`src/design/sha_pkg.sv`:
```
package sha_pkg;

  typedef enum logic [1:0] {
    KIND_RESTART = 2'd0,
    KIND_BYTE    = 2'd1,
    KIND_FINISH  = 2'd2,
    KIND_UNUSED  = 2'd3
  } kind_t;

  typedef struct packed {
    logic [1:0] kind;
    logic [7:0] data_byte;
  } in_item_t;

  typedef struct packed {
    logic [31:0] digest_word;
    logic [2:0]  word_index;
    logic        last_word;
  } out_item_t;

  localparam logic [7:0] PAD_BYTE = 8'h80;
  localparam int unsigned COUNT_W = 61;

  function automatic logic [31:0] rotr(input logic [31:0] x, input int unsigned n);
    logic [63:0] d;
    d = {x, x} >> n;
    return d[31:0];
  endfunction

  function automatic logic [31:0] init_h(input logic [2:0] i);
    logic [31:0] r;
    case (i)
      3'd0: r = 32'h6A09E667;
      3'd1: r = 32'hBB67AE85;
      3'd2: r = 32'h3C6EF372;
      3'd3: r = 32'hA54FF53A;
      3'd4: r = 32'h510E527F;
      3'd5: r = 32'h9B05688C;
      3'd6: r = 32'h1F83D9AB;
      default: r = 32'h5BE0CD19;
    endcase
    return r;
  endfunction

  function automatic logic [31:0] round_k(input logic [5:0] t);
    logic [31:0] r;
    case (t)
      6'd0:  r = 32'h428A2F98; 6'd1:  r = 32'h71374491; 6'd2:  r = 32'hB5C0FBCF;
      6'd3:  r = 32'hE9B5DBA5; 6'd4:  r = 32'h3956C25B; 6'd5:  r = 32'h59F111F1;
      6'd6:  r = 32'h923F82A4; 6'd7:  r = 32'hAB1C5ED5; 6'd8:  r = 32'hD807AA98;
      6'd9:  r = 32'h12835B01; 6'd10: r = 32'h243185BE; 6'd11: r = 32'h550C7DC3;
      6'd12: r = 32'h72BE5D74; 6'd13: r = 32'h80DEB1FE; 6'd14: r = 32'h9BDC06A7;
      6'd15: r = 32'hC19BF174; 6'd16: r = 32'hE49B69C1; 6'd17: r = 32'hEFBE4786;
      6'd18: r = 32'h0FC19DC6; 6'd19: r = 32'h240CA1CC; 6'd20: r = 32'h2DE92C6F;
      6'd21: r = 32'h4A7484AA; 6'd22: r = 32'h5CB0A9DC; 6'd23: r = 32'h76F988DA;
      6'd24: r = 32'h983E5152; 6'd25: r = 32'hA831C66D; 6'd26: r = 32'hB00327C8;
      6'd27: r = 32'hBF597FC7; 6'd28: r = 32'hC6E00BF3; 6'd29: r = 32'hD5A79147;
      6'd30: r = 32'h06CA6351; 6'd31: r = 32'h14292967; 6'd32: r = 32'h27B70A85;
      6'd33: r = 32'h2E1B2138; 6'd34: r = 32'h4D2C6DFC; 6'd35: r = 32'h53380D13;
      6'd36: r = 32'h650A7354; 6'd37: r = 32'h766A0ABB; 6'd38: r = 32'h81C2C92E;
      6'd39: r = 32'h92722C85; 6'd40: r = 32'hA2BFE8A1; 6'd41: r = 32'hA81A664B;
      6'd42: r = 32'hC24B8B70; 6'd43: r = 32'hC76C51A3; 6'd44: r = 32'hD192E819;
      6'd45: r = 32'hD6990624; 6'd46: r = 32'hF40E3585; 6'd47: r = 32'h106AA070;
      6'd48: r = 32'h19A4C116; 6'd49: r = 32'h1E376C08; 6'd50: r = 32'h2748774C;
      6'd51: r = 32'h34B0BCB5; 6'd52: r = 32'h391C0CB3; 6'd53: r = 32'h4ED8AA4A;
      6'd54: r = 32'h5B9CCA4F; 6'd55: r = 32'h682E6FF3; 6'd56: r = 32'h748F82EE;
      6'd57: r = 32'h78A5636F; 6'd58: r = 32'h84C87814; 6'd59: r = 32'h8CC70208;
      6'd60: r = 32'h90BEFFFA; 6'd61: r = 32'hA4506CEB; 6'd62: r = 32'hBEF9A3F7;
      default: r = 32'hC67178F2;
    endcase
    return r;
  endfunction

endpackage

```
`src/design/sha_fifo.sv`:
```
module sha_fifo import sha_pkg::*; (
  input  logic     clk,
  input  logic     rst_n,
  input  logic     push,
  input  in_item_t push_item,
  output logic     full,
  input  logic     pop,
  output logic     not_empty,
  output in_item_t head_item
);

  in_item_t   mem_r [2];
  logic       wr_r, rd_r;
  logic [1:0] cnt_r;

  assign full      = (cnt_r == 2'd2);
  assign not_empty = (cnt_r != 2'd0);
  assign head_item = mem_r[rd_r];

  always_ff @(posedge clk) begin
    if (!rst_n) begin
      wr_r  <= 1'b0;
      rd_r  <= 1'b0;
      cnt_r <= 2'd0;
    end else begin
      if (push) begin
        mem_r[wr_r] <= push_item;
        wr_r        <= ~wr_r;
      end
      if (pop) begin
        rd_r <= ~rd_r;
      end
      cnt_r <= cnt_r + {1'b0, push} - {1'b0, pop};
    end
  end

endmodule

```
`src/design/sha_core.sv`:
```
module sha_core import sha_pkg::*; (
  input  logic      clk,
  input  logic      rst_n,
  input  logic      q_valid,
  input  in_item_t  q_item,
  output logic      q_pop,
  output logic      out_valid,
  input  logic      out_stall,
  output out_item_t out_item
);

  typedef enum logic [2:0] {
    ST_IDLE,
    ST_ROUND,
    ST_ADD,
    ST_PAD2,
    ST_EMIT
  } state_t;

  state_t             state_r, ret_r;
  logic [31:0]        h_r [8];
  logic [31:0]        v_r [8];
  logic [31:0]        w_r [16];
  logic [COUNT_W-1:0] cnt_r;
  logic [63:0]        len_r;
  logic [5:0]         t_r;
  logic [2:0]         idx_r;
  logic               out_valid_r;
  out_item_t          out_r;

  logic [5:0]  pos;
  logic [3:0]  wi;
  logic [4:0]  sh;
  logic [31:0] s1e, ch, s0a, maj, t1, t2, w_new;
  logic        out_free;

  assign pos      = cnt_r[5:0];
  assign wi       = pos[5:2];
  assign sh       = {~pos[1:0], 3'b000};
  assign q_pop    = (state_r == ST_IDLE) && q_valid;
  assign out_free = !out_valid_r || !out_stall;
  assign out_valid = out_valid_r;
  assign out_item  = out_r;

  always_comb begin
    s1e = rotr(v_r[4], 6) ^ rotr(v_r[4], 11) ^ rotr(v_r[4], 25);
    ch  = v_r[6] ^ (v_r[4] & (v_r[5] ^ v_r[6]));
    s0a = rotr(v_r[0], 2) ^ rotr(v_r[0], 13) ^ rotr(v_r[0], 22);
    maj = (v_r[0] & v_r[1]) | (v_r[2] & (v_r[0] | v_r[1]));
    t1  = v_r[7] + s1e + ch + round_k(t_r) + w_r[0];
    t2  = s0a + maj;
    w_new = (rotr(w_r[14], 17) ^ rotr(w_r[14], 19) ^ (w_r[14] >> 10)) + w_r[9]
          + (rotr(w_r[1], 7) ^ rotr(w_r[1], 18) ^ (w_r[1] >> 3)) + w_r[0];
  end

  always_ff @(posedge clk) begin
    if (!rst_n) begin
      state_r     <= ST_IDLE;
      ret_r       <= ST_IDLE;
      cnt_r       <= '0;
      t_r         <= '0;
      idx_r       <= '0;
      out_valid_r <= 1'b0;
      for (int i = 0; i < 8; i++) h_r[i] <= init_h(3'(i));
    end else begin
      if (out_valid_r && !out_stall) out_valid_r <= 1'b0;
      case (state_r)
        ST_IDLE: begin
          if (q_valid) begin
            case (q_item.kind)
              KIND_RESTART: begin
                cnt_r <= '0;
                for (int i = 0; i < 8; i++) h_r[i] <= init_h(3'(i));
              end
              KIND_BYTE: begin
                w_r[wi][sh +: 8] <= q_item.data_byte;
                cnt_r <= cnt_r + 1'b1;
                if (pos == 6'd63) begin
                  for (int i = 0; i < 8; i++) v_r[i] <= h_r[i];
                  t_r     <= '0;
                  ret_r   <= ST_IDLE;
                  state_r <= ST_ROUND;
                end
              end
              KIND_FINISH: begin
                len_r <= {cnt_r, 3'b000};
                // pad byte at the fill point, zeros behind it
                for (int j = 0; j < 64; j++) begin
                  if (6'(j) == pos) w_r[j/4][8*(3-(j%4)) +: 8] <= PAD_BYTE;
                  else if (6'(j) > pos) w_r[j/4][8*(3-(j%4)) +: 8] <= 8'h00;
                end
                if (pos < 6'd56) begin
                  w_r[14] <= cnt_r[60:29];
                  w_r[15] <= {cnt_r[28:0], 3'b000};
                  ret_r   <= ST_EMIT;
                end else begin
                  ret_r   <= ST_PAD2;
                end
                for (int i = 0; i < 8; i++) v_r[i] <= h_r[i];
                t_r     <= '0;
                idx_r   <= '0;
                state_r <= ST_ROUND;
              end
              default: ;
            endcase
          end
        end
        ST_ROUND: begin
          v_r[7] <= v_r[6];
          v_r[6] <= v_r[5];
          v_r[5] <= v_r[4];
          v_r[4] <= v_r[3] + t1;
          v_r[3] <= v_r[2];
          v_r[2] <= v_r[1];
          v_r[1] <= v_r[0];
          v_r[0] <= t1 + t2;
          for (int i = 0; i < 15; i++) w_r[i] <= w_r[i+1];
          w_r[15] <= w_new;
          t_r <= t_r + 1'b1;
          if (t_r == 6'd63) state_r <= ST_ADD;
        end
        ST_ADD: begin
          for (int i = 0; i < 8; i++) h_r[i] <= h_r[i] + v_r[i];
          state_r <= ret_r;
        end
        ST_PAD2: begin
          for (int i = 0; i < 14; i++) w_r[i] <= '0;
          w_r[14] <= len_r[63:32];
          w_r[15] <= len_r[31:0];
          for (int i = 0; i < 8; i++) v_r[i] <= h_r[i];
          t_r     <= '0;
          ret_r   <= ST_EMIT;
          state_r <= ST_ROUND;
        end
        ST_EMIT: begin
          if (out_free) begin
            out_r.digest_word <= h_r[idx_r];
            out_r.word_index  <= idx_r;
            out_r.last_word   <= (idx_r == 3'd7);
            out_valid_r       <= 1'b1;
            idx_r             <= idx_r + 1'b1;
            if (idx_r == 3'd7) begin
              cnt_r <= '0;
              for (int i = 0; i < 8; i++) h_r[i] <= init_h(3'(i));
              state_r <= ST_IDLE;
            end
          end
        end
        default: state_r <= ST_IDLE;
      endcase
    end
  end

endmodule

```
`src/design/sha256_message_hasher.sv`:
```
// channel  ports                          payload
// input    in_valid, in_stall, in_item    kind, data_byte
// output   out_valid, out_stall, out_item digest_word, word_index, last_word
//
// The 64th byte of a block starts the compression, one round per cycle in
// the ROUND state, followed by the hash update in the ADD state.
// A finish compresses one or two padded blocks and then loads the eight
// digest words, one at a time, into the output register.
// A two-entry input queue keeps taking items while the core compresses, until it is full.
// Reset (rst_n low, synchronous) loads the initial hash values and empties
// the queue; out_stall holds the current digest word and pauses emission.
module sha256_message_hasher import sha_pkg::*; (
  input  logic      clk,
  input  logic      rst_n,
  input  logic      in_valid,
  output logic      in_stall,
  input  in_item_t  in_item,
  output logic      out_valid,
  input  logic      out_stall,
  output out_item_t out_item
);

  logic     q_full, q_valid, q_pop;
  in_item_t q_item;

  sha_fifo u_fifo (
    .clk       (clk),
    .rst_n     (rst_n),
    .push      (in_valid && !q_full),
    .push_item (in_item),
    .full      (q_full),
    .pop       (q_pop),
    .not_empty (q_valid),
    .head_item (q_item)
  );

  assign in_stall = q_full;

  sha_core u_core (
    .clk       (clk),
    .rst_n     (rst_n),
    .q_valid   (q_valid),
    .q_item    (q_item),
    .q_pop     (q_pop),
    .out_valid (out_valid),
    .out_stall (out_stall),
    .out_item  (out_item)
  );

  a_last_flag: assert property (@(posedge clk) disable iff (!rst_n)
    out_valid |-> (out_item.last_word == (out_item.word_index == 3'd7)))
    else $error("last_word disagrees with word_index");

  a_reset_quiet: assert property (@(posedge clk)
    $past(!rst_n) |-> !out_valid)
    else $error("output valid right after reset");

  a_index_step: assert property (@(posedge clk) disable iff (!rst_n)
    (out_valid && !out_stall && !out_item.last_word) ##1 out_valid
      |-> out_item.word_index == $past(out_item.word_index) + 3'd1)
    else $error("digest words out of order");

endmodule

```
`config.mk`:
```
export PLATFORM = sky130hd
export DESIGN_NAME = sha256_message_hasher
export DESIGN_NICKNAME = d
export VERILOG_FILES = /design/src/design/sha_pkg.sv /design/src/design/sha_fifo.sv /design/src/design/sha_core.sv /design/src/design/sha256_message_hasher.sv
export SDC_FILE = /design/constraint.sdc
export NUM_CORES = 2
export LEC_CHECK = 0
export ABC_AREA = 1
export BUFFER_PORTS_ARGS = -buffer_cell sky130_fd_sc_hd__buf_2
export CORE_MARGIN = 3
export CORE_UTILIZATION = 35
export DETAILED_ROUTE_END_ITERATION = 7
export PLACE_DENSITY_LB_ADDON = 0.3
export SYNTH_ARGS = -nofsm -noshare
export SYNTH_HDL_FRONTEND = slang
export SYNTH_SLANG_ARGS = --single-unit
```
`constraint.sdc`:
```
create_clock -name clk -period 20.7 [get_ports clk]
set_input_delay 1.035 -clock clk [delete_from_list [all_inputs] [get_ports clk]]
set_output_delay 1.035 -clock clk [all_outputs]
set_load 0.1 [all_outputs]
```
==> impl_summary.txt <==
----------------------------------------------------
[Layout]
  Layout cells sized above 1 ... 0.0415
  Area Growth Syn to Fin ... 9.92%
  # fillers ... 25000
  Sequential cell area ... 35300 sq um
  Final std cells w/o fill ... 14100
  Area occupied by multi-input gates ... 44800 sq um
  Number of nets in the layout ... 11400

[Hold path]
  Path type of the worst min-delay path ... in -> reg

[Critical path]
  Top fanout value on the critical path ... 5
  Family with the most delay on the worst path ... adder cells
  Data required, critical path ... 21.26 ns
  Arrival time at the worst endpoint ... 7.69 ns
  Category of the critical setup timing path ... reg -> reg
  CP endpoint kind ... flip-flop
  Slowest stage cell on the critical path ... sky130_fd_sc_hd__o21ai_0
  CP bufs+invs ... 4
  Category of the worst setup path launch point ... flip-flop
  Largest incremental delay on the critical path ... 0.55 ns

[Yosys]
  Mapped Nets ... 11500
  Distinct cell type count after synthesis ... 63
  Synth top area cells ... sky130_fd_sc_hd__edfxtp_1 (35%), sky130_fd_sc_hd__nand2_1 (11%), sky130_fd_sc_hd__o21ai_0 (7.4%)
  Synth Warn # ... 0
  Most frequently used flop master after synthesis ... sky130_fd_sc_hd__edfxtp_1
  Post-synth EDFFs ... 1013
  Total of flip-flops plus latches after synthesis ... 1254
  Share of synthesized flip-flops with an asynchronous set or reset ... 0
  Cells after synthesis ... 10900
  Synth top cells by count ... sky130_fd_sc_hd__nand2_1 (2586), sky130_fd_sc_hd__o21ai_0 (1281), sky130_fd_sc_hd__inv_1 (1240)
  Synthesized area per cell ... 7.94 sq um
  Dominant cell type by area after synthesis ... sky130_fd_sc_hd__edfxtp_1
  Cell with the most instances after synthesis ... sky130_fd_sc_hd__nand2_1
  Share of synthesized area occupied by flip-flops and latches ... 0.408
  Fraction of synthesized cell area taken by the top area cell type ... 0.352
  Summed instance area of the synthesized netlist ... 86300 sq um

[STA]
  Minimum clock period after layout ... 7.13 ns
  Total negative slack ... 0 ns
  Least-Margin Pin Slew ... 1.43 ns
  Number of hold violations in the final report ... 0
  Worst clock skew on the final layout ... 0.0773 ns
  Number of setup violations in the final report ... 0
  Period utilisation layout ... 0.344
  Slew HR ... 0.0392
  Number of max-slew violations in the final report ... 0
  Highest attainable clock frequency ... 140 MHz
  Unrepaired setup endpoints after global routing ... no

[Drt]
  Iter 0 DRT Violations ... 10800
  Routed length per placed instance ... 27.9 microns
  Post-route DRC violation count ... 0
  Final ANT Viol Nets ... 0
  DR vias ... 81600
  Via density per instance ... 5.78
  Number of detailed-route iterations in the first pass ... 8
  Total Wirelength ... 394000 microns

[CTS]
  TritonCTS Buffers ... 155
  Clock-pin slew of the registers on the worst-case setup and hold paths ... 0.06 ns
  CTS-repair resized insts ... 0
  Setup bufs post-CTS ... 0
  Total of hold buffers inserted after clock tree synthesis ... 0
  Clock root buffer master ... sky130_fd_sc_hd__clkbuf_16
  Sink Count ... 1254
  Max clock buf depth ... 3
  TritonCTS clock tree ... yes
  H-Tree Depth ... 4
  Clock latency of the later-clocked register in the worst-skew pair ... 0.87 ns

[Run]
  Total of max-cap violations ... 0

[Floorplanning]
  Width of the die ... 503 microns
  Row Count ... 181
  Core ar. ... 244000 sq um
  Die Area ... 253000 sq um
  Initial core utilization ... 0.353
  # IOs ... 52
  Height of the die ... 503 microns

[Global route]
  Global-route total usage across every layer ... 0.303
  Global-route wire length before repair ... 556000 microns
  Initial antenna violation count ... 19
  Maximum number of pins on one net before global-route repair ... 178
  Grt ovf ... 0
  Via count of the first global-routing pass ... 76900

[Place]
  Detail Placement HPWL ... 306000 microns
  Placed cell count ... 13800
  Port Buffers ... 51
  Placer congestion estimate ... 1.05

[Run status]
  Run status ... finished, final reports clean

----------------------------------------------------
final cells by class:
cell class                 instances  area share
clock inverter                    91      0.0112
timing repair buffer             140      0.0103
inverter                        1258      0.0500
sequential                      1254       0.372
multi-input combinational       7966       0.472
tap                             3202      0.0422
clock buffer                     196      0.0428
antenna                            8    0.000211
worst paths after layout:
| kind | startpoint | endpoint | slack [ns] | cells after the start |
|---|---|---|---|---|
| worst min register to register | u_core.cnt_r[59] | u_core.len_r[62] | 0.46 | 0 |
| worst max-delay path | u_core.w_r[0][3] | u_core.v_r[0][31] | 13.57 | 25 |
| worst max register to register | u_core.w_r[0][3] | u_core.v_r[0][31] | 13.57 | 25 |
| worst min-delay path | in_item[5] | u_fifo.mem_r[0][5] | 0.36 | 1 |
cell usage in the layout (no fill, tap or decap), types with 190 or more instances in the layout:
cell type	n
sky130_fd_sc_hd__a21oi_1	727
sky130_fd_sc_hd__dfxtp_1	238
sky130_fd_sc_hd__edfxtp_1	1013
sky130_fd_sc_hd__fa_1	195
sky130_fd_sc_hd__ha_1	402
sky130_fd_sc_hd__inv_1	1236
sky130_fd_sc_hd__nand2_1	2584
sky130_fd_sc_hd__nand3_1	602
sky130_fd_sc_hd__nor2_1	863
sky130_fd_sc_hd__o21ai_0	1275
sky130_fd_sc_hd__xor2_1	190
sequential cells by signal, indices dropped and copies added, names as in the netlist, named ones only:
| register | flops |
|---|---|
| u_core.w_r | 512 |
| u_core.len_r | 61 |
| u_core.t_r | 6 |
| u_core.ret_r | 2 |
| u_fifo.cnt_r | 2 |
| u_fifo.mem_r | 20 |
| u_core.out_item | 36 |
| u_core.cnt_r | 61 |
| u_core.state_r | 3 |
| u_fifo.wr_r | 1 |
| u_core.h_r | 256 |
| u_fifo.rd_r | 1 |
| u_core.out_valid | 1 |
| u_core.idx_r | 3 |
| u_core.v_r | 256 |
metrics by stage:
step,worst slack (ns),hold slack [ns],area [sq um],util
2_1_floorplan,9.06,0.403,86300,-
3_3_place_gp,13.47,0.437,89700,0.367
3_5_place_dp,13.61,0.449,89700,0.367
4_1_cts,13.55,0.297,94900,0.388
5_1_grt,13.05,0.328,94900,0.388
6_report,13.57,0.358,94900,0.388
per-layer routing:
| metal | global-route usage | part of all wire |
|---|---|---|
| met5 | 0 | 0.000097 |
| met1 | 0.394 | 0.40 |
| met4 | 0.168 | 0.068 |
| met3 | 0.0630 | 0.097 |
| met2 | 0.469 | 0.44 |
kinds of logic after synthesis:
logic type | after synthesis | share of synthesized area
multiplexers | 9 | 0.00104
AND/OR/NAND/NOR | 4392 | 0.209
XOR/XNOR | 360 | 0.0365
adder cells (fa/ha/maj) | 613 | 0.105
buffers and inverters | 1654 | 0.0740
flip-flops | 1254 | 0.408
AO/OA/AOI/OAI | 2592 | 0.166
Power is left out: the tool's default activity adds up to more than one toggle a clock period on the data nets, which glitch-free logic cannot reach.
